**src/design/lprr_pkg.sv**
```systemverilog
`timescale 1ns / 1ps
`default_nettype none

package lprr_pkg;

    // ring geometry
    parameter int RING_BYTES = 4096;
    parameter int MAX_RECORD = 255;
    parameter int RING_AW    = $clog2(RING_BYTES);
    parameter int USED_W     = RING_AW + 1;
    parameter int BYTE_W     = 8;
    parameter int OP_W       = 2;

    // bit positions inside m_tuser
    parameter int OUT_USER_VALID  = 0;
    parameter int OUT_USER_STATUS = 1;

    typedef enum logic [OP_W-1:0] {
        OP_PUSH_START = 2'd0,
        OP_PUSH_BYTE  = 2'd1,
        OP_POP_BYTE   = 2'd2
    } op_t;

    // controller to datapath
    typedef struct packed {
        logic take_len;       // latch clamped length
        logic wr_data;        // write one record byte
        logic rd_head;        // read length byte at head
        logic rd_cursor;      // read byte at read cursor
        logic evict_step;     // drop oldest record using read length
        logic write_len;      // write length byte and reserve space
        logic pop_setup;      // release oldest record using read length
        logic byte_step;      // present read byte as a result
        logic out_ring_empty; // result: nothing to pop
        logic out_rec_empty;  // result: zero-length record
    } dp_cmd_t;

    // datapath to controller
    typedef struct packed {
        logic evict_need;
        logic used_zero;
        logic reading;
        logic rlen_zero;
        logic out_free;
    } dp_stat_t;

endpackage

`default_nettype wire

```
**src/design/lprr_ctrl.sv**
```systemverilog
`timescale 1ns / 1ps
`default_nettype none

module lprr_ctrl (
    input  wire logic              clk,
    input  wire logic              rst_n,
    input  wire logic              in_valid,
    input  wire lprr_pkg::op_t     in_op,
    output logic                   in_ready,
    output lprr_pkg::dp_cmd_t      cmd,
    input  wire lprr_pkg::dp_stat_t stat
);

    typedef enum logic [2:0] {
        ST_IDLE,
        ST_EVICT_CHK,
        ST_EVICT_UPD,
        ST_POP_CHK,
        ST_POP_LEN,
        ST_POP_BYTE
    } state_t;

    state_t state_reg;
    state_t state_next;

    always_comb
    begin
        state_next = state_reg;
        cmd        = '0;
        in_ready   = 1'b0;
        case (state_reg)
            ST_IDLE:
            begin
                in_ready = 1'b1;
                if (in_valid)
                begin
                    case (in_op)
                        lprr_pkg::OP_PUSH_START:
                        begin
                            cmd.take_len = 1'b1;
                            state_next   = ST_EVICT_CHK;
                        end
                        lprr_pkg::OP_PUSH_BYTE:
                        begin
                            cmd.wr_data = 1'b1;
                        end
                        lprr_pkg::OP_POP_BYTE:
                        begin
                            if (!stat.out_free)
                            begin
                                state_next = ST_POP_CHK;
                            end
                            else if (stat.reading)
                            begin
                                cmd.rd_cursor = 1'b1;
                                state_next    = ST_POP_BYTE;
                            end
                            else if (stat.used_zero)
                            begin
                                cmd.out_ring_empty = 1'b1;
                            end
                            else
                            begin
                                cmd.rd_head = 1'b1;
                                state_next  = ST_POP_LEN;
                            end
                        end
                        default:
                        begin
                            state_next = ST_IDLE;
                        end
                    endcase
                end
            end
            ST_EVICT_CHK:
            begin
                if (stat.evict_need)
                begin
                    cmd.rd_head = 1'b1;
                    state_next  = ST_EVICT_UPD;
                end
                else
                begin
                    cmd.write_len = 1'b1;
                    state_next    = ST_IDLE;
                end
            end
            ST_EVICT_UPD:
            begin
                cmd.evict_step = 1'b1;
                state_next     = ST_EVICT_CHK;
            end
            ST_POP_CHK:
            begin
                if (stat.out_free)
                begin
                    if (stat.reading)
                    begin
                        cmd.rd_cursor = 1'b1;
                        state_next    = ST_POP_BYTE;
                    end
                    else if (stat.used_zero)
                    begin
                        cmd.out_ring_empty = 1'b1;
                        state_next         = ST_IDLE;
                    end
                    else
                    begin
                        cmd.rd_head = 1'b1;
                        state_next  = ST_POP_LEN;
                    end
                end
            end
            ST_POP_LEN:
            begin
                cmd.pop_setup = 1'b1;
                if (stat.rlen_zero)
                begin
                    cmd.out_rec_empty = 1'b1;
                    state_next        = ST_IDLE;
                end
                else
                begin
                    state_next = ST_POP_CHK;
                end
            end
            ST_POP_BYTE:
            begin
                cmd.byte_step = 1'b1;
                state_next    = ST_IDLE;
            end
            default:
            begin
                state_next = ST_IDLE;
            end
        endcase
    end

    always_ff @(posedge clk or negedge rst_n)
    begin
        if (!rst_n)
        begin
            state_reg <= ST_IDLE;
        end
        else
        begin
            state_reg <= state_next;
        end
    end

endmodule

`default_nettype wire

```
**config.mk**
```make
export PLATFORM = sky130hd
export DESIGN_NAME = lprr_ctrl
export DESIGN_NICKNAME = d
export VERILOG_FILES = /design/src/design/lprr_pkg.sv /design/src/design/lprr_ctrl.sv
export SDC_FILE = /design/constraint.sdc
export NUM_CORES = 1
export LEC_CHECK = 0
export BUFFER_PORTS_ARGS = -buffer_cell sky130_fd_sc_hd__buf_2
export CAP_MARGIN = 20
export CORE_AREA = 2 2 39 41
export CTS_CLUSTER_SIZE = 8
export DETAILED_ROUTE_END_ITERATION = 12
export DIE_AREA = 0 0 41 43
export GPL_ROUTABILITY_DRIVEN = 0
export GPL_TIMING_DRIVEN = 0
export PLACE_DENSITY = 0.59
export SYNTH_ARGS = -nofsm -noshare
export SYNTH_HDL_FRONTEND = slang
export SYNTH_SLANG_ARGS = --single-unit
```
**constraint.sdc**
```tcl
create_clock -name clk -period 2.8 [get_ports clk]
set_input_delay 0.28 -clock clk [delete_from_list [all_inputs] [get_ports clk]]
set_output_delay 0.28 -clock clk [all_outputs]
set_load 0.05 [all_outputs]
```
==> results of run 1 <==
## logic make-up (layout without fill, tap and decap cells)
| group | count (synthesis) | after routing |
|---|---|---|
| flops | 3 | 3 |
| buf+inv | 5 | 30 |
| compound gates | 10 | 10 |
| simple gates | 28 | 28 |
## path summary, 6_finish.rpt
| check | from | end | slack [ps] |
|---|---|---|---|
| setup / recovery | state_reg[0]$_DFFE_PN0P_ | cmd[7] | 620 |
| hold / removal | stat[0] | state_reg[2]$_DFFE_PN0P_ | 320 |
| setup reg to reg | state_reg[2]$_DFFE_PN0P_ | state_reg[0]$_DFFE_PN0P_ | 1290 |
| hold reg to reg | state_reg[1]$_DFFE_PN0P_ | state_reg[1]$_DFFE_PN0P_ | 620 |
| max in group asynchronous | rst_n | state_reg[2]$_DFFE_PN0P_ | 2330 |
| min in group asynchronous | rst_n | state_reg[1]$_DFFE_PN0P_ | 370 |
## worst register-to-register path: stages (launching register included)
cell	delay (ps)
dfrtp_1	370
buf_6	140
or4_4	560
o211ai_2	220
o22ai_2	110
## layout by cell type, fill, tap and decap left out, drive strengths merged
master and count:
buf 22, nor2 5, clkbuf 5, nor3 4, nor2b 4, nor3b 3, nand2b 3, dfrtp 3
o21ai 3, and3 2, inv 2, nand2 2, a21oi 2, nor4b 1, a22oi 1, and4b 1
a32o 1, or4 1, and2 1, nand3 1, o211ai 1, o22ai 1, o211a 1, dlygate4sd3 1
## what timing repair did
action                     in CTS  in global routing
setup endpoints to repair       0                  0
buffers inserted                0                  0
hold buffers                    1                  0
hold endpoints to repair        3                  0
## area by class of cell
| type | count | area (µm²) | area share, % |
|---|---|---|---|
| Inverter | 2 | 7.51 | 1.46 |
| Multi-Input combinational cell | 38 | 248 | 48.3 |
| Tap cell | 16 | 20.0 | 3.90 |
| Buffer | 3 | 26.3 | 5.12 |
| Timing Repair Buffer | 21 | 110 | 21.5 |
| Clock buffer | 4 | 26.3 | 5.12 |
| Sequential cell | 3 | 75.1 | 14.6 |
## cells in the mapped netlist, types with 2 or more instances
master	instances	area share, %
o21ai_0	2	2.8
nor2b_1	4	7.0
nor2_1	5	5.3
dfrtp_1	3	21
inv_1	2	2.1
nor3b_1	3	6.3
nand2b_1	3	5.3
nor3_1	4	5.6
and3_1	2	3.5
nand2_1	2	2.1
buf_6	2	6.3
## through the flow
step	power [mW]	cell area, µm²	util (%)	instances
6_report	0.428	513	37.1	87
5_1_grt	0.459	513	37.1	87
4_1_cts	0.434	513	37.1	87
3_5_place_dp	0.353	477	34.4	82
3_3_place_gp	0.353	477	34.4	82
2_1_floorplan	0.296	357	-	46
## power by group through the flow
| stage | Sequential (mW) | Combinational, mW | Clock (mW) |
|---|---|---|---|
| 3_3_place_gp | 0.0643 | 0.289 | 0 |
| 3_5_place_dp | 0.0647 | 0.288 | 0 |
| 2_1_floorplan | 0.0629 | 0.233 | 0 |
| 4_1_cts | 0.0640 | 0.290 | 0.0798 |
| 6_report | 0.0639 | 0.288 | 0.0753 |
| 5_1_grt | 0.0658 | 0.309 | 0.0838 |
## layer usage
metal,vias up,wire [µm]
met4,0,0
li1,218,-
met3,0,59
met2,13,394
met1,189,386
met5,-,0
==> key figures, run 1 <==
Outcome
  • Outcome: complete, no violations

Setup path
  • Worst Reg-to-Reg Cells: 4
  • CP bufs+invs: 2
  • CP Capture Type: primary output
  • WP data arrival: 1900 ps
  • Critical-path top delay cell: nor4b_1
  • CP Launch Type: flop
  • Worst path top cell family by delay: simple AND/OR/NAND/NOR gates
  • WP data required: 2520 ps
  • Critical Path Max Stage Delay: 400 ps
  • Max FO, Critical Path: 10
  • CP cell instances: buf_6 -> nor4b_1 -> a22oi_1 -> nor2_1 -> a32o_1 -> buf_2
  • WS Path Type: reg -> out
  • WP depth: 6

Final layout
  • Share of cells above drive strength 1: 40.8%
  • Area grow syn2layout: 43.9%
  • ANT cells: 0
  • Max reg flops: 3
  • Final-stage net count: 82
  • Fill count: 147

GRT
  • Pin count of the biggest net entering global routing: 11
  • Global Route Usage Sum: 11.1%
  • First-pass GRT wire length: 1.34 mm
  • Grt total ovfl: 0
  • Initial antenna violation count: 0
  • Met3 Usage GRT: 3.66%
  • Met1 Track Usage GR: 14.3%
  • Vias in the first global route: 354
  • Grt met2 use: 15.6%
  • Busiest grt layer: met2

Synth
  • Compound-gate portion of the synthesized area: 22.8%
  • Fraction of synthesized area in multiplexers: 0%
  • Main synth FF type: dfrtp_1
  • Syn avg cell area: 7.75 µm²
  • EDFF count, synth: 0
  • Adder-Cell Fraction of Synth Area: 0%
  • Async SR Flop Fraction: 100%
  • Mapped Cells: 46
  • Yosys cell types: 25
  • Synth Area in Simple Gates: 46.7%
  • Sequential share of the synthesized area: 21.1%
  • Register bit total from synthesis: 3
  • Largest family of logic cells by synthesized area: simple AND/OR/NAND/NOR gates
  • Syn. warnings: 0
  • XOR/XNOR Fraction of Synth Area: 0%
  • Mapped cell area: 357 µm²
  • Syn Nets: 56

Drt
  • Routed WL per cell: 9.66 µm
  • Total number of vias: 420
  • DR pass1 iterations: 3
  • Post-DRT Antenna Nets: 0
  • Residual DRC count: 0
  • Drt total wl: 840 µm
  • Vias per inst: 4.83
  • Initial DRC count: 6

Power and ir drop
  • Combinational share of power: 67.5%
  • Leak: 0.272 nW
  • Clk network pwr share: 17.6%
  • Internal power: 0.203 mW
  • Reg power frac: 14.9%
  • Worst VDD drop: 358 µV
  • P per Cell Area: 834 nW/µm²
  • Switching power: 0.224 mW
  • Sw frac: 52.5%

Floorplan
  • Floorplan row count: 14
  • Die ar.: 1760 µm²
  • CORE AREA: 1380 µm²
  • Starting Density: 25.8%
  • Die Wd: 41 µm
  • Die height: 43 µm
  • I/O pin count: 21

Timing
  • Final min period: 2180 ps
  • Worst-Margin Slew: 399 ps
  • Slew Viols, Final: 0
  • Sum Neg Setup Slack: 0 ps
  • Worst Skew: 1.09 ps
  • RSZ-0062 raised after global routing: false
  • Hold slack: 322 ps
  • Hold Violations, Final: 0
  • Slew HR: 73.0%
  • Tcrit/Tclk final: 77.9%
  • Fin worst setup slack: 618 ps
  • FMAX: 0.458 GHz
  • Final setup viols: 0

Clock tree
  • Clock root cell: clkbuf_4
  • Max Root-Sink Buffers: 2
  • Htree depth: 1
  • Cts repair resizes: 0
  • TritonCTS buffer count: 3
  • CTS tree: built
  • Clock sinks: 3
  • Clock-pin slew on the worst setup and hold paths: 30 ps
  • Clock Latency Late Sink: 230 ps

Hold path
  • Worst Hold Class: in -> reg
  • Hold path depth: 2

Job
  • Max-capacitance violation count: 0

Placed design
  • Dpl hpwl: 669 µm
  • Pre-CTS setup slack: 871 ps
  • Number of I/O port buffers: 20
Note: power is estimated with default switching activity, not from simulation.
==> inputs of run 2 (changes only) <==
- PLACE_DENSITY: 0.59 -> 0.61
- clock period: 2.8 -> 2 ns (I/O delays scaled with it)
==> key figures, run 2 (synthesis results as in run 1) <==
Outcome
  • Outcome: complete, no violations

GRT
  • Global Route Usage Sum: 13.2% (+2.1 points)
  • Grt met2 use: 19.4% (+3.8 points)
  • Met1 Track Usage GR: 15.4% (+1.1 points)
  • Grt total ovfl: 0 (unchanged)
  • First-pass GRT wire length: 1.55 mm (+15%)
  • Met3 Usage GRT: 3.14% (-0.52 points)
  • Busiest grt layer: met2
  • Pin count of the biggest net entering global routing: 11 (unchanged)
  • Initial antenna violation count: 0 (unchanged)
  • Vias in the first global route: 389 (+9.9%)

Timing
  • Final min period: 1910 ps
  • RSZ-0062 raised after global routing: false
  • Hold slack: 242 ps (-79.8 ps)
  • Slew Viols, Final: 0 (unchanged)
  • FMAX: 0.525 GHz
  • Hold Violations, Final: 0 (unchanged)
  • Worst Skew: 3.87 ps (+2.77 ps)
  • Final setup viols: 0 (unchanged)
  • Slew HR: 79.3% (+6.3 points)
  • Tcrit/Tclk final: 95.3%
  • Worst-Margin Slew: 310 ps (-89.7 ps)

Floorplan
  • Die ar.: 1760 µm² (unchanged)
  • CORE AREA: 1380 µm² (unchanged)
  • Die Wd: 41 µm (unchanged)
  • Floorplan row count: 14 (unchanged)
  • I/O pin count: 21 (unchanged)
  • Starting Density: 25.8% (unchanged)
  • Die height: 43 µm (unchanged)

Power and ir drop
  • Final Power: 0.652 mW (+52%)
  • P per Cell Area: 1140 nW/µm² (+37%)
  • Leak: 0.291 nW (+7.2%)
  • Worst VDD drop: 522 µV (+46%)

Setup path
  • WP data arrival: 1710 ps (-190 ps)
  • Origin of the worst setup path: state_reg[0]$_DFFE_PN0P_
  • Worst Reg-to-Reg Cells: 4 (unchanged)
  • WS Path Type: reg -> out
  • WP data required: 1800 ps (-720 ps)
  • Max FO, Critical Path: 10 (unchanged)
  • CP cell instances: buf_6 -> nor4b_4 -> a22oi_1 -> nor2_2 -> a32o_1 -> buf_6
  • Critical-path top delay cell: dfrtp_1
  • CP Capture Type: primary output
  • Critical Path Max Stage Delay: 360 ps (-40 ps)
  • RR Startpoint: state_reg[2]$_DFFE_PN0P_
  • CP Launch Type: flop
  • Most frequent cell on the critical path: buf_6

Job
  • Max-capacitance violation count: 0 (unchanged)

Clock tree
  • CTS tree: built
  • Clock Latency Late Sink: 240 ps (about the same)
  • Htree depth: 1 (unchanged)
  • Clock root cell: clkbuf_4
  • TritonCTS buffer count: 3 (unchanged)
  • Clock-pin slew on the worst setup and hold paths: 40 ps (about the same)
  • Max Root-Sink Buffers: 2 (unchanged)
  • Post-CTS setup buffers: 0 (unchanged)
  • Clock sinks: 3 (unchanged)

Final layout
  • Non-Filler Instances: 87 (unchanged)
  • Final-stage net count: 82 (unchanged)
  • Area grow syn2layout: 60.0%
  • Commonest non-fill, non-tap cell in the layout: buf_2
  • Max reg flops: 3 (unchanged)
  • Finished Core Util: 41.2% (+4.2 points)
  • ANT cells: 0 (unchanged)
  • Commonest non-fill, non-tap cells in the layout: buf_2 (17), buf_6 (5), nor2b_1 (4), nor2_1 (4)
  • Share of cells above drive strength 1: 50.7% (+9.9 points)

Placed design
  • Number of I/O port buffers: 20 (unchanged)
  • Placed cells: 82 (unchanged)
  • Dpl hpwl: 738 µm (+10%)

Hold path
  • Worst Min Path Start: stat[0]
  • Worst Hold Class: in -> reg
  • Hold path depth: 2 (unchanged)

Drt
  • Post-DRT Antenna Nets: 0 (unchanged)
  • Initial DRC count: 4 (-2)
  • Routed WL per cell: 11.1 µm (+15%)
  • Drt total wl: 964 µm (+15%)
  • Residual DRC count: 0 (unchanged)
  • Vias per inst: 5.00 (+3.6%)
  • DR pass1 iterations: 4 (+1)
  • Total number of vias: 435 (+3.6%)
==> run 2: cell count changes in the layout (fill, tap and decap cells not counted) <==
| cell | change |
|---|---|
| buf_2 | -3 |
| buf_6 | +3 |
| nor3_1 | -2 |
| nor3_2 | +2 |
| nor3b_1 | -2 |
| nor3b_2 | +2 |
| clkbuf_1 | -1 |
| clkbuf_2 | +1 |
| nor2_1 | -1 |
| nor2_2 | +1 |
| nor4b_1 | -1 |
| nor4b_4 | +1 |
==> run 2: stage by stage <==
step | setup TNS [ps] | worst slack, ps | area, µm²
global placement | 0 | 131 | 497
floorplan | -75.8 | -75.8 | 377
finish | 0 | 93.8 | 571
detailed placement | 0 | 117 | 497
global route | 0 | 6.04 | 571
CTS | 0 | 14.7 | 547
==> run 2: layout make-up <==
| class | instances | area [µm²] |
|---|---|---|
| sequential | 3 | 75.1 |
| fill | 144 | 813 |
| timing repair buffer | 21 | 129 |
| multi-input combinational | 38 | 285 |
| inverter | 2 | 7.51 |
| tap | 16 | 20.0 |
| clock buffer | 4 | 26.3 |
| buffer | 3 | 27.5 |
==> run 2: layer usage <==
metal	wire length [µm]	up-vias	share of wire (%)
li1	-	215	-
met1	429	206	45
met2	485	14	50
met3	49	0	5.1
met4	0	0	0
met5	0	-	0
==> run 2: critical path, delay by kind of cell, from the launching register on <==
family                 cells  cell delay, ps
buffers and inverters      2             300
AND/OR/NAND/NOR            2             480
AO/OA/AOI/OAI              2             320
flip-flops                 1             360
==> run 2: power by group <==
part           switching, mW  internal (mW)  leakage [nW]
clock network         0.0341         0.0749        0.0150
registers             0.0168         0.0780        0.0401
logic                  0.292          0.156         0.236
==> run 2: final timing paths <==
kind,end,slack (ps)
hold reg to reg,state_reg[1]$_DFFE_PN0P_,650
setup reg to reg,state_reg[0]$_DFFE_PN0P_,480
hold / removal,state_reg[2]$_DFFE_PN0P_,240
setup / recovery,cmd[7],90
max in group asynchronous,state_reg[0]$_DFFE_PN0P_,1610
min in group asynchronous,state_reg[1]$_DFFE_PN0P_,280
==> run 2: timing repair <==
action / CTS / global route
endpoints found under the setup margin: 3 / 3
hold buffers: 1 / 0
pin swaps: 0 / 1
endpoints found under the hold margin: 3 / 0
resized for setup: 4 / 7
==> inputs of run 3 (changes only) <==
- ABC_AREA: not set -> 1
- PLACE_DENSITY: 0.61 -> 0.62
==> key figures, run 3 <==
Synth
  • Syn Nets: 75 (+34%)
  • Yosys cell types: 19 (-24%)
  • Mapped cell area: 375 µm² (+5.3%)
  • Area leader, netlist: dfrtp_1
  • Top cells by instance count after synthesis: nand2_1 (17), nand3_1 (7), nor2_1 (7), inv_1 (6), nor3_1 (5)
  • Register bit total from synthesis: 3 (unchanged)
  • Sequential share of the synthesized area: 20.0% (-1.1 points)
  • Syn. warnings: 0 (unchanged)
  • Syn avg cell area: 5.77 µm² (-26%)
  • Share of the synthesized area in the top cell type: 20.0% (-1.1 points)
  • Top-count cell post-synth: nand2_1
  • Largest cells by area after synthesis: dfrtp_1 (20%), nand2_1 (17%), nand3_1 (9.3%), nor2_1 (7.0%), nor3_1 (6.7%)
  • Mapped Cells: 65 (+41%)
  • EDFF count, synth: 0 (unchanged)
  • Main synth FF type: dfrtp_1
  • Async SR Flop Fraction: 100% (unchanged)

Clock tree
  • Clock-pin slew on the worst setup and hold paths: 40 ps (about the same)
  • Post-cts hold buffer count: 1 (unchanged)
  • Clock root cell: clkbuf_4
  • CTS tree: built
  • Clock Latency Late Sink: 230 ps (about the same)
  • Post-CTS setup buffers: 0 (unchanged)
  • Clock sinks: 3 (unchanged)
  • Htree depth: 1 (unchanged)
  • Max Root-Sink Buffers: 2 (unchanged)
  • TritonCTS buffer count: 3 (unchanged)
  • Cts repair resizes: 0 (-4)

Setup path
  • WS Path Type: reg -> out
  • Reg2reg end: state_reg[0]$_DFFE_PN0P_
  • WP data arrival: 1590 ps (-120 ps)
  • Worst Reg-to-Reg Cells: 8 (+4)
  • Critical-path top delay cell: dfrtp_1
  • Max FO, Critical Path: 6 (-4)
  • Critical Path Max Stage Delay: 440 ps (+80 ps)
  • RR Startpoint: state_reg[2]$_DFFE_PN0P_
  • Most frequent cell on the critical path: nand2_1
  • WP data required: 1800 ps (about the same)
  • R2r setup slk: 800 ps (+320 ps)
  • CP cell instances: inv_2 -> nand2_2 -> nor2_4 -> nand2_1 -> o21ai_1 -> nand2_1 -> nand2_1 -> buf_2
  • CP Capture Type: primary output
  • CP Launch Type: flop

Timing
  • Hold Violations, Final: 0 (unchanged)
  • FMAX: 0.560 GHz (+6.7%)
  • Worst-Margin Slew: 250 ps (-59.2 ps)
  • Slew HR: 83.4% (+4.1 points)
  • Fin worst setup slack: 213 ps (+120 ps)
  • RSZ-0062 raised after global routing: false
  • Final min period: 1790 ps (-120 ps)
  • Slew Viols, Final: 0 (unchanged)
  • Worst Skew: 1.54 ps (-2.33 ps)
  • Sum Neg Setup Slack: 0 ps (unchanged)
  • Tcrit/Tclk final: 89.3% (-6.0 points)
  • Final setup viols: 0 (unchanged)

Drt
  • Drt total wl: 922 µm (-4.4%)
  • Routed WL per cell: 8.70 µm (-22%)
  • Vias per inst: 4.50 (-10%)
  • Initial DRC count: 3 (-1)
  • Post-DRT Antenna Nets: 0 (unchanged)
  • Residual DRC count: 0 (unchanged)
  • DR pass1 iterations: 4 (unchanged)
  • Total number of vias: 477 (+9.7%)

Floorplan
  • Die height: 43 µm (unchanged)
  • Die ar.: 1760 µm² (unchanged)
  • Die Wd: 41 µm (unchanged)
  • Floorplan row count: 14 (unchanged)
  • I/O pin count: 21 (unchanged)
  • CORE AREA: 1380 µm² (unchanged)
  • Starting Density: 27.1% (+1.4 points)

Outcome
  • Outcome: complete, no violations

Final layout
  • ANT cells: 0 (unchanged)
  • Commonest non-fill, non-tap cell in the layout: buf_2
  • Max reg flops: 3 (unchanged)
  • Area grow syn2layout: 46.3%
  • Final-stage net count: 101 (+23%)
  • Finished Core Util: 39.7% (-1.5 points)
  • Share of cells above drive strength 1: 41.1% (-9.6 points)
  • Commonest non-fill, non-tap cells in the layout: buf_2 (20), nand2_1 (17), nand3_1 (7), nor2_1 (7), inv_1 (6)

Power and ir drop
  • Leak: 0.328 nW (+12%)
  • Final Power: 0.629 mW (-3.4%)
  • P per Cell Area: 1150 nW/µm² (+0.31%)
  • Worst VDD drop: 340 µV (-35%)

Placed design
  • Dpl hpwl: 792 µm (+7.2%)
  • Pre-CTS setup slack: 448 ps (+331 ps)
  • Number of I/O port buffers: 20 (unchanged)

GRT
  • Vias in the first global route: 368 (-5.4%)
  • Grt total ovfl: 0 (unchanged)
  • Initial antenna violation count: 0 (unchanged)
  • First-pass GRT wire length: 1.45 mm (-6.2%)
  • Global Route Usage Sum: 11.5% (-1.7 points)
  • Pin count of the biggest net entering global routing: 8 (-3)

Job
  • Max-capacitance violation count: 0 (unchanged)

Hold path
  • Worst Hold Class: in -> async
run 3: kinds of logic (layout without fill, tap and decap cells):
group           after synthesis  count (layout)  synth area share (%)
compound gates                4               4                  6.00
buf+inv                      11              36                  11.0
flops                         3               3                  20.0
simple gates                 47              47                  63.0
run 3: where the power goes:
| part | leakage [nW] | switching [mW] | internal, mW |
|---|---|---|---|
| Clock | 0.0150 | 0.0297 | 0.0747 |
| Sequential | 0.0403 | 0.0286 | 0.0784 |
| Combinational | 0.272 | 0.311 | 0.107 |
run 3: final cells by class:
cell class                      instances  area [µm²]
Inverter                               11        41.3
Timing Repair Buffer                   21         110
Clock buffer                            4        26.3
Fill cell                             159         835
Tap cell                               16        20.0
Sequential cell                         3        75.1
Multi-Input combinational cell         51         277
run 3: worst max path at each step:
stage               slack, ps  depth (start not counted)                      from  endpoint
floorplan                   6                          5  state_reg[1]$_DFFE_PN0P_    cmd[1]
detailed placement        450                          8  state_reg[1]$_DFFE_PN0P_    cmd[7]
global placement          440                          8  state_reg[1]$_DFFE_PN0P_    cmd[7]
finish                    210                          8  state_reg[1]$_DFFE_PN0P_    cmd[7]
CTS                       200                          8  state_reg[1]$_DFFE_PN0P_    cmd[7]
global route               80                          8  state_reg[1]$_DFFE_PN0P_    cmd[7]
run 3: per-layer routing:
metal  global-route usage (%)  share of wire (%)
met1                     15.9                 48
met2                     17.5                 47
met3                     1.57                4.8
met4                     4.00                  0
met5                        0                  0
run 3: per-stage QoR:
stage          instances  hold WS [ps]  instance area (µm²)
6_report             106           288                  549
5_1_grt              106           298                  549
4_1_cts              106           288                  549
3_5_place_dp         101         -4.35                  513
3_3_place_gp         101         -5.93                  513
2_1_floorplan         65         -95.6                  393
run 3: worst max-delay path: cells and delay by family, from the launching register on:
kind	cells	cell delay (ps)
DFF	1	440
and+or+nand+nor	5	440
buffers and inverters	2	350
AOI/OAI and AO/OA	1	130
